[src/rtl/core/ppt_pkg.sv]
// ----------------------------------------------------------------------------
// ppt_pkg: shared types and constants for the pulse period tachometer
// Widths, numerator constants, speed unit factors, sequencer types.
// ----------------------------------------------------------------------------
package ppt_pkg;

    // Tick counter width (16..64)
    localparam int COUNT_WIDTH = 32;

    localparam int QUO_W      = 32;
    localparam int STEP_W     = $clog2(QUO_W + 1);
    localparam int CMP_W      = (COUNT_WIDTH > QUO_W) ? COUNT_WIDTH : QUO_W;
    localparam int TIMEOUT_W  = 32;
    localparam int LEN_W      = 30;
    localparam int UNIT_W     = 3;
    localparam int FACTOR_W   = 25;
    localparam int PROD_W     = LEN_W + FACTOR_W;
    // divisor holds up to 100 * count
    localparam int DIV_W      = COUNT_WIDTH + 7;
    localparam int CFG_IDX_W  = 2;
    localparam int CFG_DATA_W = 32;

    localparam logic [QUO_W-1:0]  QUO_MAX  = {QUO_W{1'b1}};
    localparam logic [PROD_W-1:0] FREQ_NUM = PROD_W'(64'd1000000000);
    localparam logic [PROD_W-1:0] RPM_NUM  = PROD_W'(64'd60000000000);

    // configuration register indexes
    localparam logic [CFG_IDX_W-1:0] CFG_TIMEOUT    = 2'd0;
    localparam logic [CFG_IDX_W-1:0] CFG_PULSE_LEN  = 2'd1;
    localparam logic [CFG_IDX_W-1:0] CFG_SPEED_UNIT = 2'd2;

    // speed unit codes
    localparam logic [UNIT_W-1:0] UNIT_MPS   = 3'd0;
    localparam logic [UNIT_W-1:0] UNIT_KMH   = 3'd1;
    localparam logic [UNIT_W-1:0] UNIT_MPH   = 3'd2;
    localparam logic [UNIT_W-1:0] UNIT_KNOT  = 3'd3;
    localparam logic [UNIT_W-1:0] UNIT_FTS   = 3'd4;
    localparam logic [UNIT_W-1:0] UNIT_FTMIN = 3'd5;

    typedef enum logic [1:0] {
        DSEL_FREQ,
        DSEL_RPM,
        DSEL_SPEED
    } t_div_sel;

    typedef enum logic [3:0] {
        ST_IDLE,
        ST_MUL,
        ST_FREQ_GO,
        ST_FREQ_WAIT,
        ST_RPM_GO,
        ST_RPM_WAIT,
        ST_SPD_GO,
        ST_SPD_WAIT,
        ST_OUT
    } t_state;

    typedef struct packed {
        logic tick;      // tick transaction accepted
        logic pulse;     // ... carrying a pulse
        logic timeout;   // ... raising the stall report
        logic div_done;
        logic out_free;
    } t_seq_in;

    typedef struct packed {
        logic     busy;
        logic     mul_en;
        logic     div_start;
        t_div_sel div_sel;
        logic     quo_we;
        logic     out_we;
    } t_seq_out;

    // unit factor times 1e5; unused codes fall back to m/s
    function automatic logic [FACTOR_W-1:0] unit_factor(input logic [UNIT_W-1:0] code);
        logic [FACTOR_W-1:0] f;
        case (code)
            UNIT_MPS:   f = FACTOR_W'(100000);
            UNIT_KMH:   f = FACTOR_W'(360000);
            UNIT_MPH:   f = FACTOR_W'(223694);
            UNIT_KNOT:  f = FACTOR_W'(194384);
            UNIT_FTS:   f = FACTOR_W'(328084);
            UNIT_FTMIN: f = FACTOR_W'(19685040);
            default:    f = FACTOR_W'(100000);
        endcase
        return f;
    endfunction

    function automatic logic [QUO_W-1:0] sat_period(input logic [COUNT_WIDTH-1:0] p);
        logic [CMP_W-1:0] pe;
        pe = CMP_W'(p);
        if (pe > CMP_W'(QUO_MAX)) begin
            return QUO_MAX;
        end
        return pe[QUO_W-1:0];
    endfunction

endpackage

[src/rtl/core/ppt_div.sv]
// ----------------------------------------------------------------------------
// ppt_div: shared serial divider
// Restoring divider, one quotient bit per cycle, quotient saturates at 32 bits.
// ----------------------------------------------------------------------------
module ppt_div (
    input  logic                            i_clk,
    input  logic                            i_rst_n,
    input  logic                            i_start,
    input  logic [ppt_pkg::PROD_W-1:0]      i_dividend,
    input  logic [ppt_pkg::DIV_W-1:0]       i_divisor,
    output logic                            o_done,
    output logic [ppt_pkg::QUO_W-1:0]       o_quotient
);

    localparam int SAT_W = ppt_pkg::DIV_W + ppt_pkg::QUO_W;

    logic                          r_busy;
    logic                          r_done;
    logic [ppt_pkg::STEP_W-1:0]    r_cnt;
    logic [ppt_pkg::DIV_W-1:0]     r_rem;
    logic [ppt_pkg::DIV_W-1:0]     r_divisor;
    logic [ppt_pkg::QUO_W-1:0]     r_low;
    logic [ppt_pkg::QUO_W-1:0]     r_quo;

    logic                          w_sat;
    logic [ppt_pkg::DIV_W:0]       w_trial;
    logic [ppt_pkg::DIV_W:0]       w_diff;
    logic                          w_ge;

    // quotient would not fit in 32 bits
    assign w_sat   = SAT_W'(i_dividend) >= {i_divisor, {ppt_pkg::QUO_W{1'b0}}};
    assign w_trial = {r_rem, r_low[ppt_pkg::QUO_W-1]};
    assign w_ge    = w_trial >= {1'b0, r_divisor};
    assign w_diff  = w_trial - {1'b0, r_divisor};

    always_ff @(posedge i_clk) begin
        if (!i_rst_n) begin
            r_busy <= 1'b0;
            r_done <= 1'b0;
            r_cnt  <= '0;
        end else begin
            r_done <= 1'b0;
            if (i_start) begin
                r_busy <= !w_sat;
                r_done <= w_sat;
                r_cnt  <= ppt_pkg::STEP_W'(ppt_pkg::QUO_W);
            end else if (r_busy) begin
                r_cnt <= r_cnt - 1'b1;
                if (r_cnt == ppt_pkg::STEP_W'(1)) begin
                    r_busy <= 1'b0;
                    r_done <= 1'b1;
                end
            end
        end
    end

    always_ff @(posedge i_clk) begin
        if (i_start) begin
            // high part is below the divisor when not saturating
            r_rem     <= ppt_pkg::DIV_W'(i_dividend[ppt_pkg::PROD_W-1:ppt_pkg::QUO_W]);
            r_low     <= i_dividend[ppt_pkg::QUO_W-1:0];
            r_divisor <= i_divisor;
            r_quo     <= w_sat ? ppt_pkg::QUO_MAX : '0;
        end else if (r_busy) begin
            r_rem <= w_ge ? w_diff[ppt_pkg::DIV_W-1:0] : w_trial[ppt_pkg::DIV_W-1:0];
            r_low <= {r_low[ppt_pkg::QUO_W-2:0], 1'b0};
            r_quo <= {r_quo[ppt_pkg::QUO_W-2:0], w_ge};
        end
    end

    assign o_done     = r_done;
    assign o_quotient = r_quo;

endmodule

[src/rtl/core/ppt_ctrl.sv]
// ----------------------------------------------------------------------------
// ppt_ctrl: result sequencer (a stall report goes straight to output handoff)
// Steps one pulse through product setup, three divisions and output handoff.
// ----------------------------------------------------------------------------
module ppt_ctrl (
    input  logic                i_clk,
    input  logic                i_rst_n,
    input  ppt_pkg::t_seq_in    i_evt,
    output ppt_pkg::t_seq_out   o_ctl
);

    ppt_pkg::t_state r_state;
    ppt_pkg::t_state n_state;

    always_ff @(posedge i_clk) begin
        if (!i_rst_n) begin
            r_state <= ppt_pkg::ST_IDLE;
        end else begin
            r_state <= n_state;
        end
    end

    always_comb begin
        n_state = r_state;
        case (r_state)
            ppt_pkg::ST_IDLE: begin
                if (i_evt.tick && i_evt.pulse) begin
                    n_state = ppt_pkg::ST_MUL;
                end else if (i_evt.tick && i_evt.timeout) begin
                    n_state = ppt_pkg::ST_OUT;
                end
            end
            ppt_pkg::ST_MUL:       n_state = ppt_pkg::ST_FREQ_GO;
            ppt_pkg::ST_FREQ_GO:   n_state = ppt_pkg::ST_FREQ_WAIT;
            ppt_pkg::ST_FREQ_WAIT: begin
                if (i_evt.div_done) n_state = ppt_pkg::ST_RPM_GO;
            end
            ppt_pkg::ST_RPM_GO:    n_state = ppt_pkg::ST_RPM_WAIT;
            ppt_pkg::ST_RPM_WAIT: begin
                if (i_evt.div_done) n_state = ppt_pkg::ST_SPD_GO;
            end
            ppt_pkg::ST_SPD_GO:    n_state = ppt_pkg::ST_SPD_WAIT;
            ppt_pkg::ST_SPD_WAIT: begin
                if (i_evt.div_done) n_state = ppt_pkg::ST_OUT;
            end
            ppt_pkg::ST_OUT: begin
                if (i_evt.out_free) n_state = ppt_pkg::ST_IDLE;
            end
            default:               n_state = ppt_pkg::ST_IDLE;
        endcase
    end

    always_comb begin
        o_ctl           = '0;
        o_ctl.div_sel   = ppt_pkg::DSEL_FREQ;
        o_ctl.busy      = (r_state != ppt_pkg::ST_IDLE);
        case (r_state)
            ppt_pkg::ST_IDLE:      ;
            ppt_pkg::ST_MUL:       o_ctl.mul_en = 1'b1;
            ppt_pkg::ST_FREQ_GO:   o_ctl.div_start = 1'b1;
            ppt_pkg::ST_FREQ_WAIT: o_ctl.quo_we = i_evt.div_done;
            ppt_pkg::ST_RPM_GO: begin
                o_ctl.div_start = 1'b1;
                o_ctl.div_sel   = ppt_pkg::DSEL_RPM;
            end
            ppt_pkg::ST_RPM_WAIT: begin
                o_ctl.quo_we  = i_evt.div_done;
                o_ctl.div_sel = ppt_pkg::DSEL_RPM;
            end
            ppt_pkg::ST_SPD_GO: begin
                o_ctl.div_start = 1'b1;
                o_ctl.div_sel   = ppt_pkg::DSEL_SPEED;
            end
            ppt_pkg::ST_SPD_WAIT: begin
                o_ctl.quo_we  = i_evt.div_done;
                o_ctl.div_sel = ppt_pkg::DSEL_SPEED;
            end
            ppt_pkg::ST_OUT:       o_ctl.out_we = i_evt.out_free;
            default:               ;
        endcase
    end

endmodule

[src/rtl/core/pulse_period_tachometer_top.sv]
// ----------------------------------------------------------------------------
// pulse_period_tachometer_top: period measuring tachometer
// Counts microsecond ticks between pulses and reports period, frequency,
// rpm and speed per pulse, or one stall report per pulse gap.
//
//   channel   direction  handshake               payload
//   tick      in         i_valid / o_stall       i_pulse
//   result    out        o_valid / i_stall       o_period_us .. o_speed_milli
//   config    in         i_cfg_valid/o_cfg_ready i_cfg_index, i_cfg_data
//
// A tick without a result leaves the sequencer in idle; a stall report goes through output handoff.
// A pulse holds o_stall high through product setup, three passes of the shared
// 32-step divider (a saturating quotient skips the steps) and output handoff.
// Ticks are accepted again once the sequencer is back in idle; a finished
// result waits in the output register while the next ticks come in.
// Synchronous active-low reset restores register defaults and clears the count.
// ----------------------------------------------------------------------------
module pulse_period_tachometer_top (
    input  logic                                i_clk,
    input  logic                                i_rst_n,
    input  logic                                i_valid,
    output logic                                o_stall,
    input  logic                                i_pulse,
    output logic                                o_valid,
    input  logic                                i_stall,
    output logic [ppt_pkg::QUO_W-1:0]           o_period_us,
    output logic                                o_stalled,
    output logic [ppt_pkg::QUO_W-1:0]           o_freq_millihz,
    output logic [ppt_pkg::QUO_W-1:0]           o_rpm_milli,
    output logic [ppt_pkg::QUO_W-1:0]           o_speed_milli,
    input  logic                                i_cfg_valid,
    output logic                                o_cfg_ready,
    input  logic [ppt_pkg::CFG_IDX_W-1:0]       i_cfg_index,
    input  logic [ppt_pkg::CFG_DATA_W-1:0]      i_cfg_data
);

    logic [ppt_pkg::TIMEOUT_W-1:0]      r_timeout_us;
    logic [ppt_pkg::LEN_W-1:0]          r_pulse_length_um;
    logic [ppt_pkg::UNIT_W-1:0]         r_speed_unit;
    logic [ppt_pkg::COUNT_WIDTH-1:0]    r_elapsed_count;
    logic [ppt_pkg::COUNT_WIDTH-1:0]    n_elapsed_count;
    logic                               r_stall_reported;

    logic [ppt_pkg::COUNT_WIDTH-1:0]    r_p;
    logic [ppt_pkg::DIV_W-1:0]          r_p100;
    logic [ppt_pkg::PROD_W-1:0]         r_prod;
    logic [ppt_pkg::QUO_W-1:0]          r_res_period;
    logic                               r_res_stalled;
    logic [ppt_pkg::QUO_W-1:0]          r_res_freq;
    logic [ppt_pkg::QUO_W-1:0]          r_res_rpm;
    logic [ppt_pkg::QUO_W-1:0]          r_res_speed;

    logic                               r_out_valid;
    logic [ppt_pkg::QUO_W-1:0]          r_out_period;
    logic                               r_out_stalled;
    logic [ppt_pkg::QUO_W-1:0]          r_out_freq;
    logic [ppt_pkg::QUO_W-1:0]          r_out_rpm;
    logic [ppt_pkg::QUO_W-1:0]          r_out_speed;

    ppt_pkg::t_seq_in                   w_evt;
    ppt_pkg::t_seq_out                  w_ctl;
    logic                               w_tick;
    logic                               w_timeout;
    logic [ppt_pkg::PROD_W-1:0]         w_dividend;
    logic [ppt_pkg::DIV_W-1:0]          w_divisor;
    logic [ppt_pkg::DIV_W-1:0]          w_p_ext;
    logic                               w_div_done;
    logic [ppt_pkg::QUO_W-1:0]          w_quotient;

    // ---------------- configuration ----------------
    assign o_cfg_ready = 1'b1;

    always_ff @(posedge i_clk) begin
        if (!i_rst_n) begin
            r_timeout_us      <= ppt_pkg::TIMEOUT_W'(1000000);
            r_pulse_length_um <= ppt_pkg::LEN_W'(1000000);
            r_speed_unit      <= ppt_pkg::UNIT_MPS;
        end else if (i_cfg_valid) begin
            case (i_cfg_index)
                ppt_pkg::CFG_TIMEOUT:    r_timeout_us      <= i_cfg_data;
                ppt_pkg::CFG_PULSE_LEN:  r_pulse_length_um <= i_cfg_data[ppt_pkg::LEN_W-1:0];
                ppt_pkg::CFG_SPEED_UNIT: r_speed_unit      <= i_cfg_data[ppt_pkg::UNIT_W-1:0];
                default:                 ;
            endcase
        end
    end

    // ---------------- tick counter ----------------
    assign w_tick          = i_valid && !w_ctl.busy;
    assign o_stall         = w_ctl.busy;
    assign n_elapsed_count = (r_elapsed_count == {ppt_pkg::COUNT_WIDTH{1'b1}}) ?
                             r_elapsed_count : r_elapsed_count + 1'b1;
    assign w_timeout       = !i_pulse && !r_stall_reported &&
                             (ppt_pkg::CMP_W'(n_elapsed_count) >
                              ppt_pkg::CMP_W'(r_timeout_us));

    always_ff @(posedge i_clk) begin
        if (!i_rst_n) begin
            r_elapsed_count  <= '0;
            r_stall_reported <= 1'b0;
        end else if (w_tick) begin
            r_elapsed_count  <= i_pulse ? '0 : n_elapsed_count;
            if (i_pulse) begin
                r_stall_reported <= 1'b0;
            end else if (w_timeout) begin
                r_stall_reported <= 1'b1;
            end
        end
    end

    // ---------------- sequencer ----------------
    always_comb begin
        w_evt.tick     = w_tick;
        w_evt.pulse    = i_pulse;
        w_evt.timeout  = w_timeout;
        w_evt.div_done = w_div_done;
        w_evt.out_free = !r_out_valid || !i_stall;
    end

    ppt_ctrl u_ctrl (
        .i_clk   (i_clk),
        .i_rst_n (i_rst_n),
        .i_evt   (w_evt),
        .o_ctl   (w_ctl)
    );

    // ---------------- operands ----------------
    assign w_p_ext = ppt_pkg::DIV_W'(r_p);

    always_comb begin
        case (w_ctl.div_sel)
            ppt_pkg::DSEL_FREQ: begin
                w_dividend = ppt_pkg::FREQ_NUM;
                w_divisor  = w_p_ext;
            end
            ppt_pkg::DSEL_RPM: begin
                w_dividend = ppt_pkg::RPM_NUM;
                w_divisor  = w_p_ext;
            end
            ppt_pkg::DSEL_SPEED: begin
                // floor(floor(len*K/100)/p) == floor(len*K/(100*p))
                w_dividend = r_prod;
                w_divisor  = r_p100;
            end
            default: begin
                w_dividend = ppt_pkg::FREQ_NUM;
                w_divisor  = w_p_ext;
            end
        endcase
    end

    ppt_div u_div (
        .i_clk      (i_clk),
        .i_rst_n    (i_rst_n),
        .i_start    (w_ctl.div_start),
        .i_dividend (w_dividend),
        .i_divisor  (w_divisor),
        .o_done     (w_div_done),
        .o_quotient (w_quotient)
    );

    // ---------------- result staging ----------------
    always_ff @(posedge i_clk) begin
        if (w_tick && i_pulse) begin
            r_p           <= n_elapsed_count;
            r_res_period  <= ppt_pkg::sat_period(n_elapsed_count);
            r_res_stalled <= 1'b0;
        end else if (w_tick && w_timeout) begin
            r_res_period  <= '0;
            r_res_stalled <= 1'b1;
            r_res_freq    <= '0;
            r_res_rpm     <= '0;
            r_res_speed   <= '0;
        end
        if (w_ctl.mul_en) begin
            r_prod <= ppt_pkg::PROD_W'(r_pulse_length_um) *
                      ppt_pkg::PROD_W'(ppt_pkg::unit_factor(r_speed_unit));
            r_p100 <= (w_p_ext << 6) + (w_p_ext << 5) + (w_p_ext << 2);
        end
        if (w_ctl.quo_we) begin
            case (w_ctl.div_sel)
                ppt_pkg::DSEL_FREQ:  r_res_freq  <= w_quotient;
                ppt_pkg::DSEL_RPM:   r_res_rpm   <= w_quotient;
                ppt_pkg::DSEL_SPEED: r_res_speed <= w_quotient;
                default:             ;
            endcase
        end
    end

    // ---------------- output register ----------------
    always_ff @(posedge i_clk) begin
        if (!i_rst_n) begin
            r_out_valid <= 1'b0;
        end else if (w_ctl.out_we) begin
            r_out_valid <= 1'b1;
        end else if (!i_stall) begin
            r_out_valid <= 1'b0;
        end
    end

    always_ff @(posedge i_clk) begin
        if (w_ctl.out_we) begin
            r_out_period  <= r_res_period;
            r_out_stalled <= r_res_stalled;
            r_out_freq    <= r_res_freq;
            r_out_rpm     <= r_res_rpm;
            r_out_speed   <= r_res_speed;
        end
    end

    assign o_valid        = r_out_valid;
    assign o_period_us    = r_out_period;
    assign o_stalled      = r_out_stalled;
    assign o_freq_millihz = r_out_freq;
    assign o_rpm_milli    = r_out_rpm;
    assign o_speed_milli  = r_out_speed;

    // ---------------- assertions ----------------
    a_pulse_clears_count: assert property (@(posedge i_clk) disable iff (!i_rst_n)
        w_tick && i_pulse |=> r_elapsed_count == '0)
        else $error("count not restarted after pulse");

    a_stall_zero_rates: assert property (@(posedge i_clk) disable iff (!i_rst_n)
        o_valid && o_stalled |-> o_period_us == '0 && o_freq_millihz == '0 &&
        o_rpm_milli == '0 && o_speed_milli == '0)
        else $error("stall result with nonzero fields");

    a_pulse_period_nonzero: assert property (@(posedge i_clk) disable iff (!i_rst_n)
        o_valid && !o_stalled |-> o_period_us != '0)
        else $error("pulse result with zero period");

    a_no_overwrite: assert property (@(posedge i_clk) disable iff (!i_rst_n)
        w_ctl.out_we |-> !r_out_valid || !i_stall)
        else $error("output register overwritten while stalled");

endmodule

[config.mk]
export PLATFORM = sky130hd
export DESIGN_NAME = pulse_period_tachometer_top
export DESIGN_NICKNAME = d
export VERILOG_FILES = /design/src/rtl/core/ppt_pkg.sv /design/src/rtl/core/ppt_div.sv /design/src/rtl/core/ppt_ctrl.sv /design/src/rtl/core/pulse_period_tachometer_top.sv
export SDC_FILE = /design/constraint.sdc
export NUM_CORES = 2
export LEC_CHECK = 0
export BUFFER_PORTS_ARGS = -buffer_cell sky130_fd_sc_hd__buf_2
export CAP_MARGIN = 20
export CORE_MARGIN = 3
export CORE_UTILIZATION = 35
export DETAILED_ROUTE_END_ITERATION = 6
export PLACE_DENSITY = 0.58
export SYNTH_ARGS = -nofsm -noshare
export SYNTH_HDL_FRONTEND = slang
export SYNTH_SLANG_ARGS = --single-unit
export TNS_END_PERCENT = 20
[constraint.sdc]
create_clock -name i_clk -period 7.7 [get_ports i_clk]
set_input_delay 0.77 -clock i_clk [delete_from_list [all_inputs] [get_ports i_clk]]
set_output_delay 0.77 -clock i_clk [all_outputs]
set_load 0.005 [all_outputs]
==> impl_metrics.csv <==
group,metric,value,unit
status,status,"finished clean",
drt,first_iter_violations,2464,
global_route,grt_pass1_wl,215,mm
worst_setup_path,cp_data_arrival_time,7.94,ns
drt,drc_errors,0,
logic_synthesis,seq_area_frac_synth,32.9,%
min_path,hold_class,"input port to flip-flop",
layout,layout_commonest_cell,"inv_1",
logic_synthesis,ys_ff_latch,633,
drt,dr.pass1.iters,5,
logic_synthesis,synthFlopType,"edfxtp_1",
placed_design,gp_congestion,0.912,
floorplanning,die_area,150000,µm²
worst_setup_path,worst-path-buf-inv,10,
min_path,hold_path_end,"r_timeout_us[31]",
worst_setup_path,r2r_slack,0.17,ns
timing,finalSetupViolCount,0,
timing,max_slew_margin,28.0,%
layout,fin_util,40.9,%
drt,via_per_inst,4.94,
worst_setup_path,cp-start-kind,"flip-flop",
clocking,clk_pin_slew,0.06,ns
min_path,worstHoldStart,"i_cfg_data[31]",
global_route,track_usage,17.9,%
floorplanning,dieHeight,387,µm
logic_synthesis,netlist-cell-type-count,92,
worst_setup_path,r2r_end,"r_prod[52]",
timing,layout_min_cycle_time,7.53,ns
run,max_cap_violations,0,
drt,wl_per_cell,18.2,µm
clocking,cts_tree,"built",
global_route,grt-ovfl-total,0,
worst_setup_path,critPathTopFamily,"adder cells",
layout,final_cell_mix,"inv_1 (871), nand2_1 (785), fa_1 (541), edfxtp_1 (409), ha_1 (374)",
worst_setup_path,worstRegToRegCells,32,
floorplanning,rows,139,
worst_setup_path,cp_slowest_cell,"fa_1",
floorplanning,ios,172,
placed_design,pre_cts_ws,-0.287,ns
timing,period_share,97.8,%
clocking,cts_buffer_depth,3,
timing,fmax,133,MHz
clocking,insertion_delay,0.67,ns
worst_setup_path,crit_fanout,10,
layout,syn_to_final_growth,15.7,%
drt,wirelength,136,mm
drt,drtAntennaViolNets,0,
placed_design,io_buffers,170,
logic_synthesis,syn_area_per_cell,9.79,µm²
timing,report.final.slew_viol_count,0,
logic_synthesis,syn_inst,5202,
placed_design,dp_cells,7307,
timing,timing.final.ws_setup,0.167,ns
worst_setup_path,regToRegStartpoint,"r_speed_unit[1]",
worst_setup_path,worst_ep_required_time,8.11,ns
drt,via_count,36900,
logic_synthesis,ys.warnings.count,0,
global_route,grt_max_degree,100,
layout,stdcell_count,7462,
layout,final_layout_size_suffix_gt1_share,13.1,%
power,power_leakage,27.5,nW
logic_synthesis,async_flop_share,0,%
timing,tightestPinTransition,1.08,ns
logic_synthesis,netlist_area,50900,µm²
clocking,cts_htree_levels,3,
timing,clock_skew,0.0318,ns
worst_setup_path,critPathMaxStageDelay,0.52,ns
timing,hold_violations,0,
worst_setup_path,crit_type,"flip-flop to flip-flop",
placed_design,hpwl,106,mm
power,powerDensity,258,nW/µm²
layout,fin_nets,6486,
clocking,clock_sinks,633,
floorplanning,core-area,144000,µm²
clocking,cts_made_buffers,71,
layout,fill_cells,14200,
clocking,root_buffer,"clkbuf_16",
worst_setup_path,endpoint_kind,"flip-flop",
logic_synthesis,synth_edf_count,409,
global_route,grt_pass1_vias,38300,
timing,grt_setup_unrepaired,"yes",
floorplanning,die_w,387,µm
global_route,antenna_found_initial,1,
power,finalPower,15.2,mW
power,max-vdd-ir-drop,0.315,mV
timing,hold_ws,0.362,ns
min_path,hold_path_depth,3,
worst_setup_path,crit_top_cell,"fa_1",
floorplanning,initial_core_util,35.4,%
logic_synthesis,syn-num-nets,6189,
[cells in the mapped netlist, types with 10 or more instances]
cell type | n | area (µm²)
dfxtp_1 | 224 | 4480
xor2_1 | 45 | 394
mux2i_1 | 47 | 470
clkbuf_1 | 207 | 777
o21ai_1 | 14 | 70.1
a21o_1 | 83 | 623
and2_1 | 233 | 1460
inv_1 | 882 | 3310
nand2b_1 | 27 | 169
nand4_1 | 32 | 200
or3_1 | 24 | 150
nor2_1 | 153 | 574
a22o_1 | 11 | 96.3
ha_1 | 390 | 4880
nand2_1 | 792 | 2970
nor2b_1 | 57 | 357
o21bai_1 | 10 | 75.1
and3_1 | 57 | 357
a21boi_0 | 65 | 488
a21oi_1 | 200 | 1000
o21ai_0 | 215 | 1080
fa_1 | 557 | 11200
buf_2 | 21 | 105
nand3b_1 | 12 | 90.1
a31oi_1 | 22 | 138
o21a_1 | 27 | 203
nor4_1 | 16 | 100
nor3_1 | 37 | 185
xnor2_1 | 85 | 744
and4_1 | 11 | 96.3
nand3_1 | 55 | 275
o211ai_1 | 22 | 165
edfxtp_1 | 409 | 12300
[tightest hold or removal path, stage by stage]
cell and delay (ns):
buf_2 0.10, nand2_1 0.04, a21boi_0 0.06
[cell type report]
class	instances	area, µm²	share of cell area [%]
diodes	1	2.50	0.00425
clock buffers	94	1920	3.27
clock inverters	38	577	0.979
inverters	882	3310	5.62
multi-input cells	3453	30700	52.0
flip-flops and latches	633	16800	28.5
well taps	1903	2380	4.04
repair buffers	458	3300	5.60
[worst max path at each step]
stage / startpoint / to / slack, ns / depth (start not counted)
4_1_cts: r_speed_unit[1] / r_prod[51] / 0.008 / 30
3_3_place_gp: r_speed_unit[1] / r_prod[52] / -0.18 / 29
5_1_grt: r_speed_unit[1] / r_prod[54] / -0.10 / 31
2_1_floorplan: r_speed_unit[1] / r_prod[52] / -0.02 / 31
6_report: r_speed_unit[1] / r_prod[52] / 0.17 / 32
3_5_place_dp: r_speed_unit[1] / r_prod[36] / -0.29 / 28
[cell families after synthesis]
group	count (synthesis)	share of synthesized area [%]
buffers and inverters	1117	8.33
xor gates and xnor gates	130	2.24
and+or+nand+nor	1542	14.3
adders and majority gates	947	31.5
AOI/OAI and AO/OA	783	9.76
DFF	633	32.9
other	1	0.00736
muxes	49	0.968
[registers in the layout, summed over array words and instances (netlist names), 3 cells and up]
name / count
r_timeout_us: 32
u_div.r_cnt: 6
r_prod: 54
r_elapsed_count: 32
r_p100: 37
u_div.r_low: 31
r_p: 32
o_period_us: 32
r_res_rpm: 32
u_ctrl.r_state: 4
r_res_period: 32
r_pulse_length_um: 30
u_div.o_quotient: 32
o_rpm_milli: 32
u_div.r_divisor: 39
o_freq_millihz: 32
o_speed_milli: 32
r_speed_unit: 3
r_res_freq: 32
r_res_speed: 32
u_div.r_rem: 39
[power breakdown]
group	switching, mW	internal, mW	total, mW
logic	3.88	3.19	7.07
registers	0.240	4.32	4.56
clock network	1.49	2.11	3.59
total	5.61	9.62	15.2
[stage by stage]
stage / setup TNS, ns / area (µm²)
global route: -0.724 / 58900
CTS: 0 / 58100
detailed placement: -2.96 / 55500
finish: 0 / 58900
global placement: -1.59 / 55500
floorplan: -0.0274 / 50900
[routing by layer]
layer	up-vias	global-route usage [%]	share of wire, %
met3	189	2.86	5.0
met2	879	30.0	47
met4	0	4.64	2.5
met5	-	0	0
li1	17500	-	-
met1	18300	24.2	45
[what timing repair did]
item,CTS,global route
endpoints found under the setup margin,20,23
setup buffers,4,18
endpoints found under the hold margin,0,0
resized for setup,16,133
gates cloned,0,1
pin swaps,1,77
hold buffers,0,0
Power figures use the tool's default switching activity.
